`src/design/ascp_pkg.sv`:
```
// shared types, codes and reset values for the two-channel adc scan and probe sequencer
package ascp_pkg;

   // field and register widths
   localparam int unsigned SampleW    = 16;
   localparam int unsigned LevelW     = 16;
   localparam int unsigned IntervalW  = 16;
   localparam int unsigned SettleW    = 10;
   localparam int unsigned RetryW     = 16;
   localparam int unsigned DeltaW     = 16;
   localparam int unsigned GainW      = 18;
   localparam int unsigned KindW      = 2;
   localparam int unsigned DriveW     = 2;
   localparam int unsigned CsrIndexW  = 3;
   localparam int unsigned CsrDataW   = 18;

   // event kinds on the request channel
   localparam logic [KindW-1:0] KIND_TICK   = 2'd0;
   localparam logic [KindW-1:0] KIND_RESULT = 2'd1;
   localparam logic [KindW-1:0] KIND_FAULT  = 2'd2;
   localparam logic [KindW-1:0] KIND_ONLINE = 2'd3;

   // probe pin codes
   localparam logic [DriveW-1:0] DRIVE_HIZ  = 2'd0;
   localparam logic [DriveW-1:0] DRIVE_HIGH = 2'd1;
   localparam logic [DriveW-1:0] DRIVE_LOW  = 2'd2;

   // register indexes
   localparam logic [CsrIndexW-1:0] CSR_PROBE_INTERVAL = 3'd0;
   localparam logic [CsrIndexW-1:0] CSR_SETTLE         = 3'd1;
   localparam logic [CsrIndexW-1:0] CSR_RETRY          = 3'd2;
   localparam logic [CsrIndexW-1:0] CSR_OPEN_DELTA     = 3'd3;
   localparam logic [CsrIndexW-1:0] CSR_LEVEL_GAIN     = 3'd4;

   // register reset values
   localparam logic [IntervalW-1:0] RESET_PROBE_INTERVAL = 16'd250;
   localparam logic [SettleW-1:0]   RESET_SETTLE         = 10'd20;
   localparam logic [RetryW-1:0]    RESET_RETRY          = 16'd1000;
   localparam logic [DeltaW-1:0]    RESET_OPEN_DELTA     = 16'd6400;
   localparam logic [GainW-1:0]     RESET_LEVEL_GAIN     = 18'd162686;

   // sequencer phases
   typedef enum logic [2:0] {
      PH_CH0_WAIT,
      PH_CH1_WAIT,
      PH_HIGH_SETTLE,
      PH_HIGH_WAIT,
      PH_LOW_SETTLE,
      PH_LOW_WAIT
   } phase_type;

   typedef struct packed {
      logic [IntervalW-1:0] probe_interval;
      logic [SettleW-1:0]   settle;
      logic [RetryW-1:0]    retry;
      logic [DeltaW-1:0]    open_delta;
      logic [GainW-1:0]     level_gain;
   } cfg_type;

   typedef struct packed {
      logic              start_conversion;
      logic              conversion_channel;
      logic [DriveW-1:0] probe_drive;
      logic              begin_request;
      logic              adc_online;
      logic [LevelW-1:0] level_first;
      logic [LevelW-1:0] level_second;
      logic              connected_first;
      logic              connected_second;
   } rsp_payload_type;

endpackage

```
`src/design/ascp_if.sv`:
```
// request and result channel interfaces

interface ascp_req_if;
   import ascp_pkg::*;

   logic                      valid;
   logic                      ready;
   logic [KindW-1:0]          kind;
   logic signed [SampleW-1:0] sample;

   modport source (output valid, output kind, output sample, input ready);
   modport sink   (input valid, input kind, input sample, output ready);
endinterface

interface ascp_rsp_if;
   import ascp_pkg::*;

   logic              valid;
   logic              ready;
   logic              start_conversion;
   logic              conversion_channel;
   logic [DriveW-1:0] probe_drive;
   logic              begin_request;
   logic              adc_online;
   logic [LevelW-1:0] level_first;
   logic [LevelW-1:0] level_second;
   logic              connected_first;
   logic              connected_second;

   modport source (
      output valid, output start_conversion, output conversion_channel, output probe_drive,
      output begin_request, output adc_online, output level_first, output level_second,
      output connected_first, output connected_second, input ready
   );
   modport sink (
      input valid, input start_conversion, input conversion_channel, input probe_drive,
      input begin_request, input adc_online, input level_first, input level_second,
      input connected_first, input connected_second, output ready
   );
endinterface

```
`src/design/ascp_level.sv`:
```
// sample to level conversion: clamp negatives, q16 gain, saturate to 16 bits
module ascp_level (
   input  logic signed [ascp_pkg::SampleW-1:0] sample,
   input  logic [ascp_pkg::GainW-1:0]          gain,
   output logic [ascp_pkg::LevelW-1:0]         level
);
   import ascp_pkg::*;

   localparam int unsigned PosW  = SampleW - 1;
   localparam int unsigned ProdW = PosW + GainW;
   localparam int unsigned Frac  = 16;

   logic [PosW-1:0]         pos;
   logic [ProdW-1:0]        product;
   logic [ProdW-Frac-1:0]   scaled;

   // negative samples read as zero
   assign pos = sample[SampleW-1] ? '0 : sample[PosW-1:0];

   assign product = ProdW'(pos) * ProdW'(gain);
   assign scaled  = product[ProdW-1:Frac];

   // saturate at full scale
   assign level = (|scaled[ProdW-Frac-1:LevelW]) ? {LevelW{1'b1}} : scaled[LevelW-1:0];

endmodule

```
`src/design/ascp_seq.sv`:
```
// scan and probe sequencer state with its per-event update
module ascp_seq (
   input  logic                                clock,
   input  logic                                reset,
   input  logic                                step,
   input  logic [ascp_pkg::KindW-1:0]          kind,
   input  logic signed [ascp_pkg::SampleW-1:0] sample,
   input  logic [ascp_pkg::LevelW-1:0]         level,
   input  ascp_pkg::cfg_type                   cfg,
   output ascp_pkg::rsp_payload_type           result
);
   import ascp_pkg::*;

   phase_type             phase_ff, phase_in;
   logic                  online_ff, online_in;
   logic                  target_ff, target_in;
   logic [IntervalW-1:0]  probe_cnt_ff, probe_cnt_in;
   logic [SettleW-1:0]    settle_cnt_ff, settle_cnt_in;
   logic [RetryW-1:0]     retry_cnt_ff, retry_cnt_in;
   logic [SampleW-1:0]    high_sample_ff, high_sample_in;
   logic [LevelW-1:0]     level0_ff, level0_in;
   logic [LevelW-1:0]     level1_ff, level1_in;
   logic [1:0]            conn_ff, conn_in;
   logic [DriveW-1:0]     pin_ff, pin_in;

   logic                  settling;
   logic                  settle_done;
   logic signed [SampleW:0] diff;
   logic [SampleW:0]      abs_diff;
   logic                  is_connected;
   logic                  start;
   logic                  chan;
   logic                  begin_req;

   assign settling    = (phase_ff == PH_HIGH_SETTLE) || (phase_ff == PH_LOW_SETTLE);
   assign settle_done = (settle_cnt_ff <= SettleW'(1));

   // open-input judgement from the high and low samples
   assign diff         = {high_sample_ff[SampleW-1], high_sample_ff} - {sample[SampleW-1], sample};
   assign abs_diff     = diff[SampleW] ? (SampleW+1)'(-diff) : diff;
   assign is_connected = abs_diff < {1'b0, cfg.open_delta};

   // next state
   always_comb begin
      phase_in       = phase_ff;
      online_in      = online_ff;
      target_in      = target_ff;
      probe_cnt_in   = probe_cnt_ff;
      settle_cnt_in  = settle_cnt_ff;
      retry_cnt_in   = retry_cnt_ff;
      high_sample_in = high_sample_ff;
      level0_in      = level0_ff;
      level1_in      = level1_ff;
      conn_in        = conn_ff;
      pin_in         = pin_ff;
      case (kind)
         KIND_TICK: begin
            if (!online_ff) begin
               if (retry_cnt_ff <= RetryW'(1)) begin
                  retry_cnt_in = cfg.retry;
               end else begin
                  retry_cnt_in = retry_cnt_ff - RetryW'(1);
               end
            end else begin
               if (probe_cnt_ff != '0) begin
                  probe_cnt_in = probe_cnt_ff - IntervalW'(1);
               end
               if (settling) begin
                  if (settle_done) begin
                     settle_cnt_in = '0;
                     phase_in = (phase_ff == PH_HIGH_SETTLE) ? PH_HIGH_WAIT : PH_LOW_WAIT;
                  end else begin
                     settle_cnt_in = settle_cnt_ff - SettleW'(1);
                  end
               end
            end
         end
         KIND_RESULT: begin
            if (online_ff) begin
               case (phase_ff)
                  PH_CH0_WAIT: begin
                     level0_in = level;
                     phase_in  = PH_CH1_WAIT;
                  end
                  PH_CH1_WAIT: begin
                     level1_in = level;
                     if (probe_cnt_ff == '0) begin
                        pin_in        = DRIVE_HIGH;
                        settle_cnt_in = cfg.settle;
                        phase_in      = PH_HIGH_SETTLE;
                     end else begin
                        phase_in = PH_CH0_WAIT;
                     end
                  end
                  PH_HIGH_WAIT: begin
                     high_sample_in = sample;
                     pin_in         = DRIVE_LOW;
                     settle_cnt_in  = cfg.settle;
                     phase_in       = PH_LOW_SETTLE;
                  end
                  PH_LOW_WAIT: begin
                     pin_in             = DRIVE_HIZ;
                     conn_in[target_ff] = is_connected;
                     target_in          = ~target_ff;
                     probe_cnt_in       = cfg.probe_interval;
                     phase_in           = PH_CH0_WAIT;
                  end
                  default: begin
                  end
               endcase
            end
         end
         KIND_FAULT: begin
            pin_in        = DRIVE_HIZ;
            online_in     = 1'b0;
            conn_in       = '0;
            phase_in      = PH_CH0_WAIT;
            settle_cnt_in = '0;
            retry_cnt_in  = cfg.retry;
         end
         default: begin
            // adc came online, or re-initialised while online
            online_in     = 1'b1;
            conn_in       = '0;
            probe_cnt_in  = cfg.probe_interval;
            target_in     = 1'b0;
            pin_in        = DRIVE_HIZ;
            settle_cnt_in = '0;
            phase_in      = PH_CH0_WAIT;
         end
      endcase
   end

   // result fields
   always_comb begin
      start     = 1'b0;
      chan      = 1'b0;
      begin_req = 1'b0;
      case (kind)
         KIND_TICK: begin
            if (!online_ff) begin
               begin_req = (retry_cnt_ff <= RetryW'(1));
            end else if (settling && settle_done) begin
               start = 1'b1;
               chan  = target_ff;
            end
         end
         KIND_RESULT: begin
            if (online_ff) begin
               case (phase_ff)
                  PH_CH0_WAIT: begin
                     start = 1'b1;
                     chan  = 1'b1;
                  end
                  PH_CH1_WAIT: start = (probe_cnt_ff != '0);
                  PH_LOW_WAIT: start = 1'b1;
                  default: begin
                  end
               endcase
            end
         end
         KIND_ONLINE: start = 1'b1;
         default: begin
         end
      endcase
      result.start_conversion   = start;
      result.conversion_channel = chan;
      result.probe_drive        = pin_in;
      result.begin_request      = begin_req;
      result.adc_online         = online_in;
      result.level_first        = level0_in;
      result.level_second       = level1_in;
      result.connected_first    = conn_in[0] & online_in;
      result.connected_second   = conn_in[1] & online_in;
   end

   // state registers, updated once per event
   always_ff @(posedge clock) begin
      if (reset) begin
         phase_ff       <= PH_CH0_WAIT;
         online_ff      <= 1'b0;
         target_ff      <= 1'b0;
         probe_cnt_ff   <= '0;
         settle_cnt_ff  <= '0;
         retry_cnt_ff   <= '0;
         high_sample_ff <= '0;
         level0_ff      <= '0;
         level1_ff      <= '0;
         conn_ff        <= '0;
         pin_ff         <= DRIVE_HIZ;
      end else if (step) begin
         phase_ff       <= phase_in;
         online_ff      <= online_in;
         target_ff      <= target_in;
         probe_cnt_ff   <= probe_cnt_in;
         settle_cnt_ff  <= settle_cnt_in;
         retry_cnt_ff   <= retry_cnt_in;
         high_sample_ff <= high_sample_in;
         level0_ff      <= level0_in;
         level1_ff      <= level1_in;
         conn_ff        <= conn_in;
         pin_ff         <= pin_in;
      end
   end

endmodule

```
`src/design/two_channel_adc_scan_open_probe_core.sv`:
```
// top level of the two-channel adc scan and open-input probe sequencer
//
// Events arrive on the req channel: millisecond ticks, conversion results
// (signed sample), bus faults and adc-online notices. Every event gives exactly
// one result on the rsp channel: conversion request and channel, probe pin
// drive, reconnect request, online flag, both channel levels and both
// connected flags as they stand after the event.
// Each accepted event is held in an input register, updated against the
// sequencer state combinationally and the result lands in an output register,
// from which it is offered on rsp. One event per cycle is sustained while the
// receiver keeps rsp ready high; the sequencer state loop goes through the
// sequencer state registers only.
// The csr port writes the five settings (probe interval, settle time, retry
// period, open threshold, level gain) by index; write them only while idle.
// Synchronous reset loads the default settings, clears both levels and flags,
// puts the pin at high impedance and leaves the block offline, so the first
// tick asks for a reconnect. When the receiver stalls, the output register
// holds its result and the input register takes one more event before
// req ready drops.
module two_channel_adc_scan_open_probe_core (
   input  logic                              clock,
   input  logic                              reset,
   ascp_req_if.sink                          req_ch,
   ascp_rsp_if.source                        rsp_ch,
   input  logic                              csr_we,
   input  logic [ascp_pkg::CsrIndexW-1:0]    csr_index,
   input  logic [ascp_pkg::CsrDataW-1:0]     csr_wdata
);
   import ascp_pkg::*;

   cfg_type                   cfg_ff;
   logic                      in_vld_ff;
   logic [KindW-1:0]          in_kind_ff;
   logic signed [SampleW-1:0] in_sample_ff;
   logic                      out_vld_ff;
   rsp_payload_type           out_ff;
   rsp_payload_type           result;
   logic [LevelW-1:0]         level;
   logic                      advance;
   logic                      req_fire;

   // the held event moves on when the output register is free or draining
   assign advance  = in_vld_ff && (!out_vld_ff || rsp_ch.ready);
   assign req_fire = req_ch.valid && req_ch.ready;
   assign req_ch.ready = !in_vld_ff || advance;

   // settings registers
   always_ff @(posedge clock) begin
      if (reset) begin
         cfg_ff.probe_interval <= RESET_PROBE_INTERVAL;
         cfg_ff.settle         <= RESET_SETTLE;
         cfg_ff.retry          <= RESET_RETRY;
         cfg_ff.open_delta     <= RESET_OPEN_DELTA;
         cfg_ff.level_gain     <= RESET_LEVEL_GAIN;
      end else if (csr_we) begin
         case (csr_index)
            CSR_PROBE_INTERVAL: cfg_ff.probe_interval <= csr_wdata[IntervalW-1:0];
            CSR_SETTLE:         cfg_ff.settle         <= csr_wdata[SettleW-1:0];
            CSR_RETRY:          cfg_ff.retry          <= csr_wdata[RetryW-1:0];
            CSR_OPEN_DELTA:     cfg_ff.open_delta     <= csr_wdata[DeltaW-1:0];
            CSR_LEVEL_GAIN:     cfg_ff.level_gain     <= csr_wdata[GainW-1:0];
            default: begin
            end
         endcase
      end
   end

   // input register
   always_ff @(posedge clock) begin
      if (reset) begin
         in_vld_ff <= 1'b0;
      end else if (req_ch.ready) begin
         in_vld_ff <= req_ch.valid;
      end
   end

   always_ff @(posedge clock) begin
      if (req_fire) begin
         in_kind_ff   <= req_ch.kind;
         in_sample_ff <= req_ch.sample;
      end
   end

   ascp_level u_level (
      .sample (in_sample_ff),
      .gain   (cfg_ff.level_gain),
      .level  (level)
   );

   ascp_seq u_seq (
      .clock  (clock),
      .reset  (reset),
      .step   (advance),
      .kind   (in_kind_ff),
      .sample (in_sample_ff),
      .level  (level),
      .cfg    (cfg_ff),
      .result (result)
   );

   // output register
   always_ff @(posedge clock) begin
      if (reset) begin
         out_vld_ff <= 1'b0;
      end else if (advance) begin
         out_vld_ff <= 1'b1;
      end else if (rsp_ch.ready) begin
         out_vld_ff <= 1'b0;
      end
   end

   always_ff @(posedge clock) begin
      if (advance) begin
         out_ff <= result;
      end
   end

   assign rsp_ch.valid              = out_vld_ff;
   assign rsp_ch.start_conversion   = out_ff.start_conversion;
   assign rsp_ch.conversion_channel = out_ff.conversion_channel;
   assign rsp_ch.probe_drive        = out_ff.probe_drive;
   assign rsp_ch.begin_request      = out_ff.begin_request;
   assign rsp_ch.adc_online         = out_ff.adc_online;
   assign rsp_ch.level_first        = out_ff.level_first;
   assign rsp_ch.level_second       = out_ff.level_second;
   assign rsp_ch.connected_first    = out_ff.connected_first;
   assign rsp_ch.connected_second   = out_ff.connected_second;

endmodule

```
`src/flat_wrapper.sv`:
```
// flat-port wrapper written by rule: the top's interface ports become plain ports
module two_channel_adc_scan_open_probe_core_flat import ascp_pkg::*;
  (clock, reset, csr_we, csr_index, csr_wdata, req_ch_valid, req_ch_kind, req_ch_sample, req_ch_ready, rsp_ch_valid, rsp_ch_start_conversion, rsp_ch_conversion_channel, rsp_ch_probe_drive, rsp_ch_begin_request, rsp_ch_adc_online, rsp_ch_level_first, rsp_ch_level_second, rsp_ch_connected_first, rsp_ch_connected_second, rsp_ch_ready);
  ascp_req_if req_ch_i ();
  ascp_rsp_if rsp_ch_i ();
  input  logic clock;
  input  logic reset;
  input  logic csr_we;
  input  logic [ascp_pkg::CsrIndexW-1:0] csr_index;
  input  logic [ascp_pkg::CsrDataW-1:0] csr_wdata;
  input wire logic [$bits(req_ch_i.valid)-1:0] req_ch_valid;
  input wire logic [$bits(req_ch_i.kind)-1:0] req_ch_kind;
  input wire logic [$bits(req_ch_i.sample)-1:0] req_ch_sample;
  output wire logic [$bits(req_ch_i.ready)-1:0] req_ch_ready;
  output wire logic [$bits(rsp_ch_i.valid)-1:0] rsp_ch_valid;
  output wire logic [$bits(rsp_ch_i.start_conversion)-1:0] rsp_ch_start_conversion;
  output wire logic [$bits(rsp_ch_i.conversion_channel)-1:0] rsp_ch_conversion_channel;
  output wire logic [$bits(rsp_ch_i.probe_drive)-1:0] rsp_ch_probe_drive;
  output wire logic [$bits(rsp_ch_i.begin_request)-1:0] rsp_ch_begin_request;
  output wire logic [$bits(rsp_ch_i.adc_online)-1:0] rsp_ch_adc_online;
  output wire logic [$bits(rsp_ch_i.level_first)-1:0] rsp_ch_level_first;
  output wire logic [$bits(rsp_ch_i.level_second)-1:0] rsp_ch_level_second;
  output wire logic [$bits(rsp_ch_i.connected_first)-1:0] rsp_ch_connected_first;
  output wire logic [$bits(rsp_ch_i.connected_second)-1:0] rsp_ch_connected_second;
  input wire logic [$bits(rsp_ch_i.ready)-1:0] rsp_ch_ready;
  assign req_ch_i.valid = req_ch_valid;
  assign req_ch_i.kind = req_ch_kind;
  assign req_ch_i.sample = req_ch_sample;
  assign req_ch_ready = req_ch_i.ready;
  assign rsp_ch_valid = rsp_ch_i.valid;
  assign rsp_ch_start_conversion = rsp_ch_i.start_conversion;
  assign rsp_ch_conversion_channel = rsp_ch_i.conversion_channel;
  assign rsp_ch_probe_drive = rsp_ch_i.probe_drive;
  assign rsp_ch_begin_request = rsp_ch_i.begin_request;
  assign rsp_ch_adc_online = rsp_ch_i.adc_online;
  assign rsp_ch_level_first = rsp_ch_i.level_first;
  assign rsp_ch_level_second = rsp_ch_i.level_second;
  assign rsp_ch_connected_first = rsp_ch_i.connected_first;
  assign rsp_ch_connected_second = rsp_ch_i.connected_second;
  assign rsp_ch_i.ready = rsp_ch_ready;
  two_channel_adc_scan_open_probe_core u_core (.clock(clock), .reset(reset), .req_ch(req_ch_i), .rsp_ch(rsp_ch_i), .csr_we(csr_we), .csr_index(csr_index), .csr_wdata(csr_wdata));
endmodule
```
`config.mk`:
```
export PLATFORM = sky130hd
export DESIGN_NAME = two_channel_adc_scan_open_probe_core_flat
export DESIGN_NICKNAME = d
export VERILOG_FILES = /design/src/design/ascp_pkg.sv /design/src/design/ascp_if.sv /design/src/design/ascp_level.sv /design/src/design/ascp_seq.sv /design/src/design/two_channel_adc_scan_open_probe_core.sv /design/src/flat_wrapper.sv
export SDC_FILE = /design/constraint.sdc
export NUM_CORES = 1
export LEC_CHECK = 0
export BUFFER_PORTS_ARGS = -buffer_cell sky130_fd_sc_hd__buf_2
export CORE_UTILIZATION = 60
export DETAILED_ROUTE_END_ITERATION = 8
export PLACE_DENSITY = 0.76
export SLEW_MARGIN = 20
export SYNTH_ARGS = -nofsm -noshare
export SYNTH_HDL_FRONTEND = slang
export SYNTH_SLANG_ARGS = --single-unit
```
`constraint.sdc`:
```
create_clock -name clock -period 17.9 [get_ports clock]
set_clock_uncertainty 0.05 [all_clocks]
set_input_delay 3.58 -clock clock [delete_from_list [all_inputs] [get_ports clock]]
set_output_delay 3.58 -clock clock [all_outputs]
set_load 0.02 [all_outputs]
```
; After elaboration in Yosys (flattened, before gate mapping)
; Index checks and enable logic that the tools add are counted.
[op_classes]
magnitude_cmp = 5
add_sub_neg = 5
reduce_logical = 31
muxes = 58
multipliers = 1
n_eq_ne = 22
div_mod_pow = 0
shift = 0
bitwise = 6
[ops]
columns = operator, count
row1 = 16-bit 2-to-1 mux, 13
row2 = 10-bit 2-to-1 mux, 5
row3 = 16-bit one-hot mux with 3 select lines, 1
row4 = 10-bit one-hot mux with 2 select lines, 2
row5 = 15-bit by 18-bit multiplier with 33-bit output, 1
row6 = 16-bit one-hot mux with 2 select lines, 1
row7 = "16-bit by 1-bit subtractor with 16-bit output, second input constant", 2
row8 = 6-bit AND reduction, 3
row9 = 17-bit by 16-bit < comparator with 1-bit output, 1
row10 = 17-bit 2-to-1 mux, 1
row11 = 17-bit negation, 1
row12 = 16-bit by 16-bit subtractor with 17-bit output, 1
row13 = "16-bit by 1-bit <= comparator with 1-bit output, second input constant", 1
row14 = 16-bit logical NOT, 1
row15 = 16-bit nonzero test, 1
row16 = 15-bit 2-to-1 mux, 1
row17 = 3-bit 2-to-1 mux, 5
row18 = "3-bit by 2-bit == test with 1-bit output, second input constant", 4
row19 = 1-bit 2-to-1 mux, 12
row20 = "2-bit inequality test, second input constant", 6
row21 = 3-bit one-hot mux with 4 select lines, 1
row22 = "10-bit by 1-bit <= comparator with 1-bit output, second input constant", 1
row23 = 2-bit 2-to-1 mux, 5
row24 = 2-bit AND reduction, 5
row25 = 29 further kinds, 53
[totals]
ram_bits = 0
reg_bits = 235
mem_count = 0
latchBits = 0
inputBits = 44
mem_bits_ro = 0
out_inout_bits = 42
wordCells = 157

; Logic depth before layout (Yosys ltp)
[depth]
depth_word = 9
mapped_depth = 28
mapped_depth_nobuf = 24

; Hierarchy
; Synthesis repeated with hierarchy kept, for this count alone.
[hier_totals]
cells_unflattened = 2305
area_unflattened_um2 = 20897.5
[modules_own_cells]
columns = mod, cells_each, seq_area_each_um2, instances, area_each_um2
row1 = ascp_level, 1027, 0.0, 1, 8848.5
row2 = ascp_seq, 921, 1981.9, 1, 7170.6
row3 = two_channel_adc_scan_open_probe_core, 357, 3303.2, 1, 4878.4

; Least setup slack after synthesis
; Ideal clock, no wire load.
[synth_path]
kind = input-to-output
from = input rsp_ch_ready
to = output req_ch_ready
path_buffers = 0
slack_ns = 10.338
path_stages = 2
arrival_ns = 3.932
t_required_ns = 14.270
cell_sequence = nor2b_1 > nand2_1
[synth_between]
elab_chain_len = 3
[synth_rtl]
columns = element, line_no
row1 = "start, declared", flat_wrapper.sv:25  ; input wire logic [$bits(rsp_ch_i.ready)-1:0] rsp_ch_ready;
row2 = 1-bit logical OR, two_channel_adc_scan_open_probe_core.sv:43  ; assign advance = in_vld_ff && (!out_vld_ff || rsp_ch.ready);
row3 = 1-bit logical AND, two_channel_adc_scan_open_probe_core.sv:43
row4 = 1-bit logical OR, two_channel_adc_scan_open_probe_core.sv:45  ; assign req_ch.ready = !in_vld_ff || advance;
row5 = "end, declared", flat_wrapper.sv:14  ; output wire logic [$bits(req_ch_i.ready)-1:0] req_ch_ready;
; No other way between the ends.

==> results.py <==
metrics = {
    "sta": {
        "fmax_mhz": 125,
        "slew_viol_final": 0,
        "finalHoldViolations": 0,
        "setup_viol": 0,
        "fin_crit_sh": 0.448,
        "rsz0062_at_grt": "false",
        "hold-worst-slack_ns": 0.403,
        "tightest_slew_ns": 1.16,
        "finalSetupTns_ns": 0,
        "slew_headroom": 0.228,
        "period_minus_slack_ns": 8.03,
    },
    "placed_design": {
        "place_congestion": 0.925,
        "port_buffers": 85,
        "placed_cells": 2795,
        "dpl.hpwl_um": 38300,
    },
    "hold_path": {
        "worstHoldStart": "u_core.cfg_ff[44]",
        "hold_end": "u_core.cfg_ff[44]",
        "min_path_type": "reg -> reg",
        "whs_path_depth": 2,
    },
    "global_routing": {
        "grt_pass1_vias": 17000,
        "gr-usage-all-layers": 0.312,
        "grt_max_degree": 130,
        "globalRouteOverflowTotal": 0,
        "antenna_found_initial": 0,
        "grt_pass1_wl_um": 84400,
    },
    "setup_path": {
        "path_max_fanout": 129,
        "reg2reg_depth": 24,
        "reg2reg_from": "u_core.in_sample_ff[15]",
        "cp.arrival_ns": 8.27,
        "critPathCaptureType": "register",
        "critPathLaunchType": "register",
        "r2r-end": "u_core.rsp_ch.level_first[0]",
        "rrSetupSlack_ns": 9.87,
        "criticalPathCategory": "reg -> reg",
        "worstPathRequired_ns": 18.14,
    },
    "layout": {
        "drive_gt1_frac": 0.0684,
        "final_cells": 2841,
        "syn_to_final_growth_pct": 7.04,
        "n_antenna_cell": 0,
        "layout_commonest_cell": "nand2_1",
        "fin_util": 0.658,
        "final_net_count": 2761,
        "layout_common_cells": "nand2_1, inv_1, fa_1",
    },
    "clock_network": {
        "clock_latency_ns": 0.55,
        "cts-resized-gates": 0,
        "clk_path_buf_depth": 3,
        "clk_pin_slew_ns": 0.06,
        "clock_sinks": 235,
        "cts_setup_buffers": 0,
        "htree_levels": 1,
        "cts-root-buf": "clkbuf_16",
        "cts_buffers": 25,
        "cts_tree": "yes",
        "ctsHoldBuffers": 0,
    },
    "synthesis": {
        "synthesis.nets": 2767,
        "ys_ff_latch": 235,
        "synth-edff-count": 58,
        "synth-async-reset-ratio": 0,
        "yosysWarnings": 0,
        "yosysUniqueCellTypes": 76,
        "ys.flop_type": "dfxtp_1",
        "netlist_instances": 2386,
        "syn_area_um2": 20200,
        "ys_seq_area_frac": 0.262,
        "syn_avg_cell_area_um2": 8.45,
    },
    "floorplanning": {
        "dieHeight_um": 185,
        "rows": 66,
        "start_util": 0.615,
        "coreArea_um2": 32800,
        "pin_count": 86,
        "dieArea_um2": 34300,
        "fp.dieW_um": 185,
    },
    "routing": {
        "routedWlPerCell_um": 18.3,
        "via_per_inst": 5.98,
        "routed_wl_um": 52000,
        "drt_iter0_drc": 1487,
        "drtAntennaViolNets": 0,
        "drc": 0,
        "dr.pass1.iters": 6,
        "vias": 17000,
    },
    "run_status": {
        "outcome": "finished, final reports clean",
    },
    "power_and_ir_drop": {
        "report.power.total_uw": 2740,
        "p_leak_uw": 0.00999,
        "power_density_nw_per_um2": 127,
        "ir_worst_vdd_uv": 155,
    },
    "job": {
        "drv_cap": 0,
    },
}
## worst max-delay path: stages, from the launching register on
cell	delay, ns
edfxtp_1	0.63
inv_2	0.11
buf_4	0.73
and3_1	0.32
fa_1	0.43
inv_1	0.08
fa_1	0.41
inv_1	0.09
fa_1	0.44
fa_1	0.48
fa_1	0.55
inv_1	0.06
fa_1	0.52
inv_1	0.04
ha_1	0.33
a211oi_1	0.28
nand2_1	0.13
a211oi_2	0.26
nor3_2	0.10
o41ai_4	0.54
o21a_1	0.19
o311ai_2	0.18
buf_4	0.25
nand2b_1	0.21
mux2_2	0.30
## how the worst max path moves through the flow
stage                                    to  slack (ns)                    start  cells after the start
6_report       u_core.rsp_ch.level_first[0]        9.87  u_core.in_sample_ff[15]                     24
5_1_grt        u_core.rsp_ch.level_first[0]        9.48  u_core.in_sample_ff[15]                     24
4_1_cts        u_core.rsp_ch.level_first[9]        9.88  u_core.in_sample_ff[15]                     20
3_5_place_dp   u_core.rsp_ch.level_first[9]        9.90  u_core.in_sample_ff[15]                     20
3_3_place_gp                   req_ch_ready       10.17             rsp_ch_ready                      4
2_1_floorplan                  req_ch_ready       10.34             rsp_ch_ready                      2
## area by class of cell
| class | count | area (um2) |
|---|---|---|
| well taps | 442 | 553 |
| fillers | 2762 | 11200 |
| repair buffers | 97 | 518 |
| clock buffers | 42 | 753 |
| inverters | 279 | 1050 |
| flip-flops and latches | 235 | 5290 |
| multi-input cells | 1742 | 13400 |
| clock inverters | 4 | 56.3 |
## cells in the mapped netlist, drive strengths merged (7+ instances only)
cell type  count  area (um2)
edfxtp        58        1740
inv          279        1050
clkbuf       123         462
or4            7        52.6
mux2i         18         180
nor2b         12        77.6
a22oi         12        90.1
o21a          13        97.6
ha           131        1640
a31oi         10        68.8
dfxtp        177        3540
a211oi        46         350
xor2          22         193
a21oi        158         791
nand3         16        80.1
nor2         196         736
or3           10        62.6
a21o          27         203
nor4          10        83.8
nand2        390        1460
fa           206        4120
and2          21         131
buf            7        33.8
nand3b        37         278
o21ai         88         440
nor3          47         245
and3         137         857
xnor2         31         272
nand2b         9        56.3
nand4         15        93.8
## cell families (layout without fill, tap and decap cells)
logic type,count (synthesis),after routing,synth area share
and+or+nand+nor,923,923,0.216
muxes,24,24,0.0123
buffers and inverters,409,422,0.0765
adders and majority gates,337,337,0.286
DFF,235,235,0.262
AOI/OAI and AO/OA,405,405,0.124
xor gates and xnor gates,53,53,0.0230
## power by group
part	switching (uW)	leakage, uW	total [uW]	internal, uW
registers	23.1	0.00200	585	562
clock network	214	0.000389	516	302
logic	1030	0.00761	1640	603
total	1270	0.00999	2740	1470
## metal layers
layer,GRT usage,part of all wire,wire [um],up-vias
met5,0,0,0,-
met4,0.153,0.051,2660,0
met3,0.0448,0.071,3670,156
met1,0.384,0.39,20500,8226
li1,-,-,-,7901
met2,0.534,0.48,25200,696
## state kept, by name (all words and copies together), names as in the netlist, 2 cells and up
signal and cells:
u_core.cfg_ff 76, u_core.in_sample_ff 16, u_core.rsp_ch.level_first 16, u_core.rsp_ch.level_second 16
u_core.u_seq.high_sample_ff 16, u_core.u_seq.level0_ff 16, u_core.u_seq.level1_ff 16, u_core.u_seq.probe_cnt_ff 16
u_core.u_seq.retry_cnt_ff 16, u_core.u_seq.settle_cnt_ff 10, u_core.u_seq.phase_ff 3, u_core.in_kind_ff 2
u_core.rsp_ch.probe_drive 2, u_core.u_seq.conn_ff 2, u_core.u_seq.pin_ff 2
## through the flow
stage          instance area (um2)  worst slack (ns)
4_1_cts                      21600              9.88
2_1_floorplan                20200             10.34
5_1_grt                      21600              9.48
6_report                     21600              9.87
3_3_place_gp                 20700             10.17
3_5_place_dp                 20700              9.90
Note: power is estimated with default switching activity, not from simulation.
